===== config.mk =====
export PLATFORM = sky130hd
export DESIGN_NAME = ogs_queue
export DESIGN_NICKNAME = d
export VERILOG_FILES = /design/src/rtl/ogs_pkg.sv /design/src/rtl/ogs_queue.sv
export SDC_FILE = /design/constraint.sdc
export NUM_CORES = 1
export LEC_CHECK = 0
export BUFFER_PORTS_ARGS = -buffer_cell sky130_fd_sc_hd__buf_2
export CORE_MARGIN = 2
export CORE_UTILIZATION = 56
export DETAILED_ROUTE_END_ITERATION = 8
export PLACE_DENSITY = 0.84
export SLEW_MARGIN = 20
export SYNTH_ARGS = -nofsm -noshare
export SYNTH_HDL_FRONTEND = slang
export SYNTH_SLANG_ARGS = --single-unit

===== constraint.sdc =====
create_clock -name i_clk -period 2.15 [get_ports i_clk]
set_input_delay 0 -clock i_clk [delete_from_list [all_inputs] [get_ports i_clk]]
set_output_delay 0 -clock i_clk [all_outputs]
set_load 0.02 [all_outputs]

===== src/rtl/ogs_pkg.sv =====
// Shared types, constants and the font table of the text glyph streamer.
package ogs_pkg;

    // Glyph geometry and panel size
    localparam int GLYPH_WIDTH  = 6;
    localparam int GLYPH_COUNT  = 95;
    localparam int PAGE_ROWS    = 8;
    localparam int FONT_COLS    = 6;
    localparam int FONT_GLYPHS  = 95;
    localparam int NCOLS        = (GLYPH_WIDTH > FONT_COLS) ? FONT_COLS : GLYPH_WIDTH;

    // Field widths
    localparam int CHAR_W    = 7;
    localparam int ROW_W     = 3;
    localparam int COL_W     = 7;
    localparam int CURCOL_W  = 8;
    localparam int BYTE_W    = 8;
    localparam int CFG_IDX_W = 3;
    localparam int CFG_DAT_W = 7;

    // Bytes per item
    localparam int PAGE_CMDS = 3;
    localparam int AREA_CMDS = 6;
    localparam int MAX_BYTES = AREA_CMDS + NCOLS;
    localparam int STEP_W    = $clog2(MAX_BYTES + 1);
    localparam int GIDX_W    = $clog2(FONT_GLYPHS);
    localparam int GCOL_W    = $clog2(FONT_COLS);

    // Job queue
    localparam int QDEPTH = 4;
    localparam int QPTR_W = $clog2(QDEPTH);
    localparam int QCNT_W = $clog2(QDEPTH + 1);

    // Character codes and panel commands
    localparam logic [CHAR_W-1:0]   NEWLINE_CODE    = 7'd10;
    localparam logic [CHAR_W-1:0]   FIRST_PRINTABLE = 7'd32;
    localparam logic [CURCOL_W-1:0] SCREEN_LAST_COL = 8'd127;
    localparam logic [CURCOL_W-1:0] COL_SAT         = 8'd255;
    localparam logic [BYTE_W-1:0]   CMD_PAGE_BASE   = 8'hB0;
    localparam logic [BYTE_W-1:0]   CMD_COL_HI      = 8'h10;
    localparam logic [BYTE_W-1:0]   CMD_PAGE_ADDR   = 8'h22;
    localparam logic [BYTE_W-1:0]   CMD_COL_ADDR    = 8'h21;

    typedef enum logic [CFG_IDX_W-1:0] {
        CFG_ADDR_MODE    = 3'd0,
        CFG_AUTO_WRAP    = 3'd1,
        CFG_ORIGIN_ROW   = 3'd2,
        CFG_ORIGIN_COL   = 3'd3,
        CFG_AREA_END_ROW = 3'd4,
        CFG_AREA_END_COL = 3'd5
    } t_cfg_idx;

    typedef enum logic [1:0] {
        MV_NONE = 2'd0,
        MV_PAGE = 2'd1,
        MV_AREA = 2'd2
    } t_move;

    // One classified character, handed from front to back
    typedef struct packed {
        t_move                kind;
        logic [ROW_W-1:0]     row;
        logic [CURCOL_W-1:0]  col;
        logic [ROW_W-1:0]     end_row;
        logic [COL_W-1:0]     end_col;
        logic                 newline;
        logic [CHAR_W-1:0]    code;
    } t_job;

    typedef struct packed {
        logic full;
        logic empty;
    } t_q_stat;

    localparam logic [BYTE_W-1:0] FONT_ROM [FONT_GLYPHS][FONT_COLS] = '{
        '{8'h00,8'h00,8'h00,8'h00,8'h00,8'h00}, '{8'h00,8'h00,8'h00,8'h2f,8'h00,8'h00},
        '{8'h00,8'h00,8'h07,8'h00,8'h07,8'h00}, '{8'h00,8'h14,8'h7f,8'h14,8'h7f,8'h14},
        '{8'h00,8'h24,8'h2a,8'h7f,8'h2a,8'h12}, '{8'h00,8'h62,8'h64,8'h08,8'h13,8'h23},
        '{8'h00,8'h36,8'h49,8'h55,8'h22,8'h50}, '{8'h00,8'h00,8'h05,8'h03,8'h00,8'h00},
        '{8'h00,8'h00,8'h1c,8'h22,8'h41,8'h00}, '{8'h00,8'h00,8'h41,8'h22,8'h1c,8'h00},
        '{8'h00,8'h14,8'h08,8'h3e,8'h08,8'h14}, '{8'h00,8'h08,8'h08,8'h3e,8'h08,8'h08},
        '{8'h00,8'h00,8'h00,8'ha0,8'h60,8'h00}, '{8'h00,8'h08,8'h08,8'h08,8'h08,8'h08},
        '{8'h00,8'h00,8'h60,8'h60,8'h00,8'h00}, '{8'h00,8'h20,8'h10,8'h08,8'h04,8'h02},
        '{8'h00,8'h3e,8'h51,8'h49,8'h45,8'h3e}, '{8'h00,8'h00,8'h42,8'h7f,8'h40,8'h00},
        '{8'h00,8'h42,8'h61,8'h51,8'h49,8'h46}, '{8'h00,8'h21,8'h41,8'h45,8'h4b,8'h31},
        '{8'h00,8'h18,8'h14,8'h12,8'h7f,8'h10}, '{8'h00,8'h27,8'h45,8'h45,8'h45,8'h39},
        '{8'h00,8'h3c,8'h4a,8'h49,8'h49,8'h30}, '{8'h00,8'h01,8'h71,8'h09,8'h05,8'h03},
        '{8'h00,8'h36,8'h49,8'h49,8'h49,8'h36}, '{8'h00,8'h06,8'h49,8'h49,8'h29,8'h1e},
        '{8'h00,8'h00,8'h36,8'h36,8'h00,8'h00}, '{8'h00,8'h00,8'h56,8'h36,8'h00,8'h00},
        '{8'h00,8'h08,8'h14,8'h22,8'h41,8'h00}, '{8'h00,8'h14,8'h14,8'h14,8'h14,8'h14},
        '{8'h00,8'h00,8'h41,8'h22,8'h14,8'h08}, '{8'h00,8'h02,8'h01,8'h51,8'h09,8'h06},
        '{8'h00,8'h32,8'h49,8'h59,8'h51,8'h3e}, '{8'h00,8'h7c,8'h12,8'h11,8'h12,8'h7c},
        '{8'h00,8'h7f,8'h49,8'h49,8'h49,8'h36}, '{8'h00,8'h3e,8'h41,8'h41,8'h41,8'h22},
        '{8'h00,8'h7f,8'h41,8'h41,8'h22,8'h1c}, '{8'h00,8'h7f,8'h49,8'h49,8'h49,8'h41},
        '{8'h00,8'h7f,8'h09,8'h09,8'h09,8'h01}, '{8'h00,8'h3e,8'h41,8'h49,8'h49,8'h7a},
        '{8'h00,8'h7f,8'h08,8'h08,8'h08,8'h7f}, '{8'h00,8'h00,8'h41,8'h7f,8'h41,8'h00},
        '{8'h00,8'h20,8'h40,8'h41,8'h3f,8'h01}, '{8'h00,8'h7f,8'h08,8'h14,8'h22,8'h41},
        '{8'h00,8'h7f,8'h40,8'h40,8'h40,8'h40}, '{8'h00,8'h7f,8'h02,8'h0c,8'h02,8'h7f},
        '{8'h00,8'h7f,8'h04,8'h08,8'h10,8'h7f}, '{8'h00,8'h3e,8'h41,8'h41,8'h41,8'h3e},
        '{8'h00,8'h7f,8'h09,8'h09,8'h09,8'h06}, '{8'h00,8'h3e,8'h41,8'h51,8'h21,8'h5e},
        '{8'h00,8'h7f,8'h09,8'h19,8'h29,8'h46}, '{8'h00,8'h46,8'h49,8'h49,8'h49,8'h31},
        '{8'h00,8'h01,8'h01,8'h7f,8'h01,8'h01}, '{8'h00,8'h3f,8'h40,8'h40,8'h40,8'h3f},
        '{8'h00,8'h1f,8'h20,8'h40,8'h20,8'h1f}, '{8'h00,8'h3f,8'h40,8'h38,8'h40,8'h3f},
        '{8'h00,8'h63,8'h14,8'h08,8'h14,8'h63}, '{8'h00,8'h07,8'h08,8'h70,8'h08,8'h07},
        '{8'h00,8'h61,8'h51,8'h49,8'h45,8'h43}, '{8'h00,8'h00,8'h7f,8'h41,8'h41,8'h00},
        '{8'h00,8'h02,8'h04,8'h08,8'h10,8'h20}, '{8'h00,8'h00,8'h41,8'h41,8'h7f,8'h00},
        '{8'h00,8'h04,8'h02,8'h01,8'h02,8'h04}, '{8'h00,8'h40,8'h40,8'h40,8'h40,8'h40},
        '{8'h00,8'h00,8'h01,8'h02,8'h04,8'h00}, '{8'h00,8'h20,8'h54,8'h54,8'h54,8'h78},
        '{8'h00,8'h7f,8'h48,8'h44,8'h44,8'h38}, '{8'h00,8'h38,8'h44,8'h44,8'h44,8'h20},
        '{8'h00,8'h38,8'h44,8'h44,8'h48,8'h7f}, '{8'h00,8'h38,8'h54,8'h54,8'h54,8'h18},
        '{8'h00,8'h08,8'h7e,8'h09,8'h01,8'h02}, '{8'h00,8'h18,8'ha4,8'ha4,8'ha4,8'h7c},
        '{8'h00,8'h7f,8'h08,8'h04,8'h04,8'h78}, '{8'h00,8'h00,8'h44,8'h7d,8'h40,8'h00},
        '{8'h00,8'h40,8'h80,8'h84,8'h7d,8'h00}, '{8'h00,8'h7f,8'h10,8'h28,8'h44,8'h00},
        '{8'h00,8'h00,8'h41,8'h7f,8'h40,8'h00}, '{8'h00,8'h7c,8'h04,8'h18,8'h04,8'h78},
        '{8'h00,8'h7c,8'h08,8'h04,8'h04,8'h78}, '{8'h00,8'h38,8'h44,8'h44,8'h44,8'h38},
        '{8'h00,8'hfc,8'h24,8'h24,8'h24,8'h18}, '{8'h00,8'h18,8'h24,8'h24,8'h18,8'hfc},
        '{8'h00,8'h7c,8'h08,8'h04,8'h04,8'h08}, '{8'h00,8'h48,8'h54,8'h54,8'h54,8'h20},
        '{8'h00,8'h04,8'h3f,8'h44,8'h40,8'h20}, '{8'h00,8'h3c,8'h40,8'h40,8'h20,8'h7c},
        '{8'h00,8'h1c,8'h20,8'h40,8'h20,8'h1c}, '{8'h00,8'h3c,8'h40,8'h30,8'h40,8'h3c},
        '{8'h00,8'h44,8'h28,8'h10,8'h28,8'h44}, '{8'h00,8'h1c,8'ha0,8'ha0,8'ha0,8'h7c},
        '{8'h00,8'h44,8'h64,8'h54,8'h4c,8'h44}, '{8'h14,8'h14,8'h14,8'h14,8'h14,8'h14},
        '{8'h80,8'h80,8'h80,8'h80,8'h80,8'h80}, '{8'h01,8'h01,8'h01,8'h01,8'h01,8'h01},
        '{8'h08,8'h08,8'h08,8'h08,8'h08,8'h08}
    };

endpackage


===== src/rtl/ogs_queue.sv =====
// Job queue between the front end and the byte sequencer.
module ogs_queue import ogs_pkg::*; (
    input  logic    i_clk,
    input  logic    i_rst_n,
    input  logic    i_push,
    input  t_job    i_job,
    input  logic    i_pop,
    output t_job    o_head,
    output t_q_stat o_stat
);

    t_job              r_mem [QDEPTH];
    logic [QPTR_W-1:0] r_wp;
    logic [QPTR_W-1:0] r_rp;
    logic [QCNT_W-1:0] r_count;

    assign o_stat.full  = (r_count == QCNT_W'(QDEPTH));
    assign o_stat.empty = (r_count == '0);
    assign o_head       = r_mem[r_rp];

    always_ff @(posedge i_clk) begin
        if (i_push) begin
            r_mem[r_wp] <= i_job;
        end
    end

    always_ff @(posedge i_clk) begin
        if (!i_rst_n) begin
            r_wp    <= '0;
            r_rp    <= '0;
            r_count <= '0;
        end else begin
            if (i_push) begin
                r_wp <= (r_wp == QPTR_W'(QDEPTH - 1)) ? '0 : r_wp + QPTR_W'(1);
            end
            if (i_pop) begin
                r_rp <= (r_rp == QPTR_W'(QDEPTH - 1)) ? '0 : r_rp + QPTR_W'(1);
            end
            unique case ({i_push, i_pop})
                2'b10:   r_count <= r_count + QCNT_W'(1);
                2'b01:   r_count <= r_count - QCNT_W'(1);
                default: r_count <= r_count;
            endcase
        end
    end

    ap_no_overflow: assert property (@(posedge i_clk) disable iff (!i_rst_n)
        o_stat.full |-> !i_push)
        else $error("push into full queue");

    ap_no_underflow: assert property (@(posedge i_clk) disable iff (!i_rst_n)
        o_stat.empty |-> !i_pop)
        else $error("pop from empty queue");

    ap_count_range: assert property (@(posedge i_clk) disable iff (!i_rst_n)
        r_count <= QCNT_W'(QDEPTH))
        else $error("queue count out of range");

endmodule


==> out/metrics.cfg <==
[route]
first_iter_violations = 110
ant_nets = 0
met1Wirelength_mm = 3.45
wl_met3_um = 384
wl_mm = 8.56
first_pass_iters = 4
wl_met2_mm = 4.49
vias_per_cell = 5.50
highest_layer = met4
drc = 0
wl_per_cell_um = 19.0
num_vias = 2473

[sta]
finalCritPeriodShare_pct = 94.3
period_minus_slack_ns = 2.03
hold_viol = 0
finalSetupTns_ns = 0
setup_viol = 0
tightestPinTransition_ns = 0.809
rsz0062_at_grt = false
slew_violations = 0
max_clock_freq_ghz = 0.493
timing.final.ws_setup_ns = 0.123
slew_headroom_pct = 46.1
skew_ns = 0.00864

[cts]
cts_root_buffer = clkbuf_8
numCtsBuffers = 17
cts.sinks = 133
clk_path_buf_depth = 2
cts_tree = built
postCtsSetupRepairBufs = 0
htree_levels = 4
clk_pin_slew_ns = 0.06
post_cts_resized = 0
clock_latency_ns = 0.52

[run]
max_cap_violations = 0

[floorplan]
die-area_um2 = 9590
rows = 34
dieHeight_um = 97.9
die_w_um = 97.9
core_um2 = 8640
initial_core_util_pct = 57.2
num_io_pins = 68

[synthesis]
syn_area_um2 = 4940
synth_cell_type_count = 23
syn_inst = 208
synth_fp_nets = 250
ys_ff_latch = 133
seq_area_frac_synth_pct = 79.0
synth_warnings = 0
syn_avg_cell_area_um2 = 23.7

[worst_setup_path]
crit_path_start_kind = register
crit_type = register to output pin
path_max_fanout = 9
max_stage_delay_ns = 0.54
cp.arrival_ns = 2.03
worstPathCellList = buf_4, mux4_2, buf_2
critPathSlowestCell = mux4_2
crit_required_ns = 2.15
worst_setup_path_end_kind = output pin

[placement]
dp.cells = 383
pre_cts_slack_ns = 0.477
gp_congestion = 0.705
io_buffers = 67
place_hpwl_mm = 4.86

[finish]
layout.area.seq_um2 = 3910
final_common_cell = edfxtp_1
drive_gt1_share_pct = 40.9
antennaDiodeCount = 0
nFillCells = 482
final_cell_mix = edfxtp_1, buf_2, dlygate4sd3_1
final-instance-count-excl-fill = 450
area_delta_synth_final_pct = 29.8
nets = 371
multi_input_area_um2 = 968

[pwr]
peakVddDrop_v = 0.000848
power.leakage_nw = 2.26
cellPowerDensity_nw_per_um2 = 1000

[grt]
grt_pass1_wl_mm = 13.5
grt-ovfl-total = 0
antenna_found_initial = 0
grtUsageTotal_pct = 19.3
grt_max_degree = 32
grt_pass1_vias = 2642

[run_status]
run_status = complete, no violations

[min_path]
min_path_type = primary input to register

## critical path: cells and delay by family (launching register included)
kind,cells,cell delay [ns]
buffers and inverters,2,0.44
DFF,1,0.53
muxes,1,0.54
## metrics by stage
| step | utilization, % | power [mW] | area (µm²) | hold WS, ns |
|---|---|---|---|---|
| 2_1_floorplan | - | 3.38 | 4940 | 0.0989 |
| 3_3_place_gp | 63.3 | 3.57 | 5460 | 0.212 |
| 3_5_place_dp | 63.3 | 3.59 | 5460 | 0.218 |
| 4_1_cts | 74.2 | 6.48 | 6410 | 0.206 |
| 5_1_grt | 74.2 | 6.65 | 6410 | 0.221 |
| 6_report | 74.2 | 6.44 | 6410 | 0.225 |
## sequential cells by signal (all words and copies together), names as in the netlist, named ones only
signal / flops
r_mem: 124
r_wp: 2
r_count: 3
r_rp: 2
## power by group
| part | switching (mW) | internal [mW] | leakage, nW | total, mW |
|---|---|---|---|---|
| Sequential | 0.0416 | 2.95 | 1.21 | 2.99 |
| Combinational | 0.316 | 0.277 | 0.764 | 0.593 |
| Clock | 1.08 | 1.78 | 0.282 | 2.85 |
| Total | 1.44 | 5.00 | 2.26 | 6.44 |
## routing by layer
metal / track usage (%) / up-vias
met2: 33.2 / 86
met1: 22.0 / 1255
met3: 5.94 / 21
met5: 0 / -
met4: 9.72 / 0
li1: - / 1111
## kinds of logic after synthesis
| group | share of synthesized area [%] |
|---|---|
| AOI/OAI and AO/OA | 0.608 |
| xor gates and xnor gates | 0.355 |
| adders and majority gates | 1.93 |
| buffers and inverters | 1.44 |
| DFF | 79.0 |
| muxes | 14.6 |
| and+or+nand+nor | 2.00 |
## cells in the mapped netlist
library cell | number | area, µm²
xor2_1 | 1 | 8.76
nor3b_1 | 2 | 15.0
mux4_1 | 1 | 26.3
buf_2 | 3 | 15.0
edfxtp_1 | 124 | 3720
mux2i_1 | 2 | 20.0
inv_1 | 6 | 22.5
ha_1 | 6 | 75.1
fa_1 | 1 | 20.0
o21ai_0 | 2 | 10.0
nor2b_1 | 4 | 25.0
mux4_2 | 30 | 676
and3_1 | 1 | 6.26
nand2_1 | 1 | 3.75
nor3_1 | 1 | 5.00
xnor2_1 | 1 | 8.76
buf_6 | 3 | 33.8
o21a_1 | 1 | 7.51
or3_1 | 1 | 6.26
dfxtp_1 | 9 | 180
a21oi_1 | 1 | 5.00
and2_1 | 6 | 37.5
a21boi_0 | 1 | 7.51
## what timing repair did
item	4_1_cts	5_1_grt
setup endpoints to repair	0	0
hold endpoints to repair	133	0
hold buffers	35	0
## worst paths after layout
check / from / to / slack [ns] / cells after the start
worst max-delay path: register / o_head[23] / 0.12 / 3
worst min-delay path: i_job[20] / r_mem[2][20] / 0.23 / 2
worst max register to register: r_wp[0] / r_mem[2][0] / 0.53 / 3
worst min register to register: r_count[2] / r_count[2] / 0.53 / 2
## layout make-up
type | count | area share (%)
Multi-Input combinational cell | 63 | 15.1
Clock inverter | 14 | 2.79
Sequential cell | 133 | 60.9
Timing Repair Buffer | 108 | 12.2
Clock buffer | 18 | 6.52
Tap cell | 108 | 2.11
Inverter | 6 | 0.351
Power figures use the tool's default switching activity.
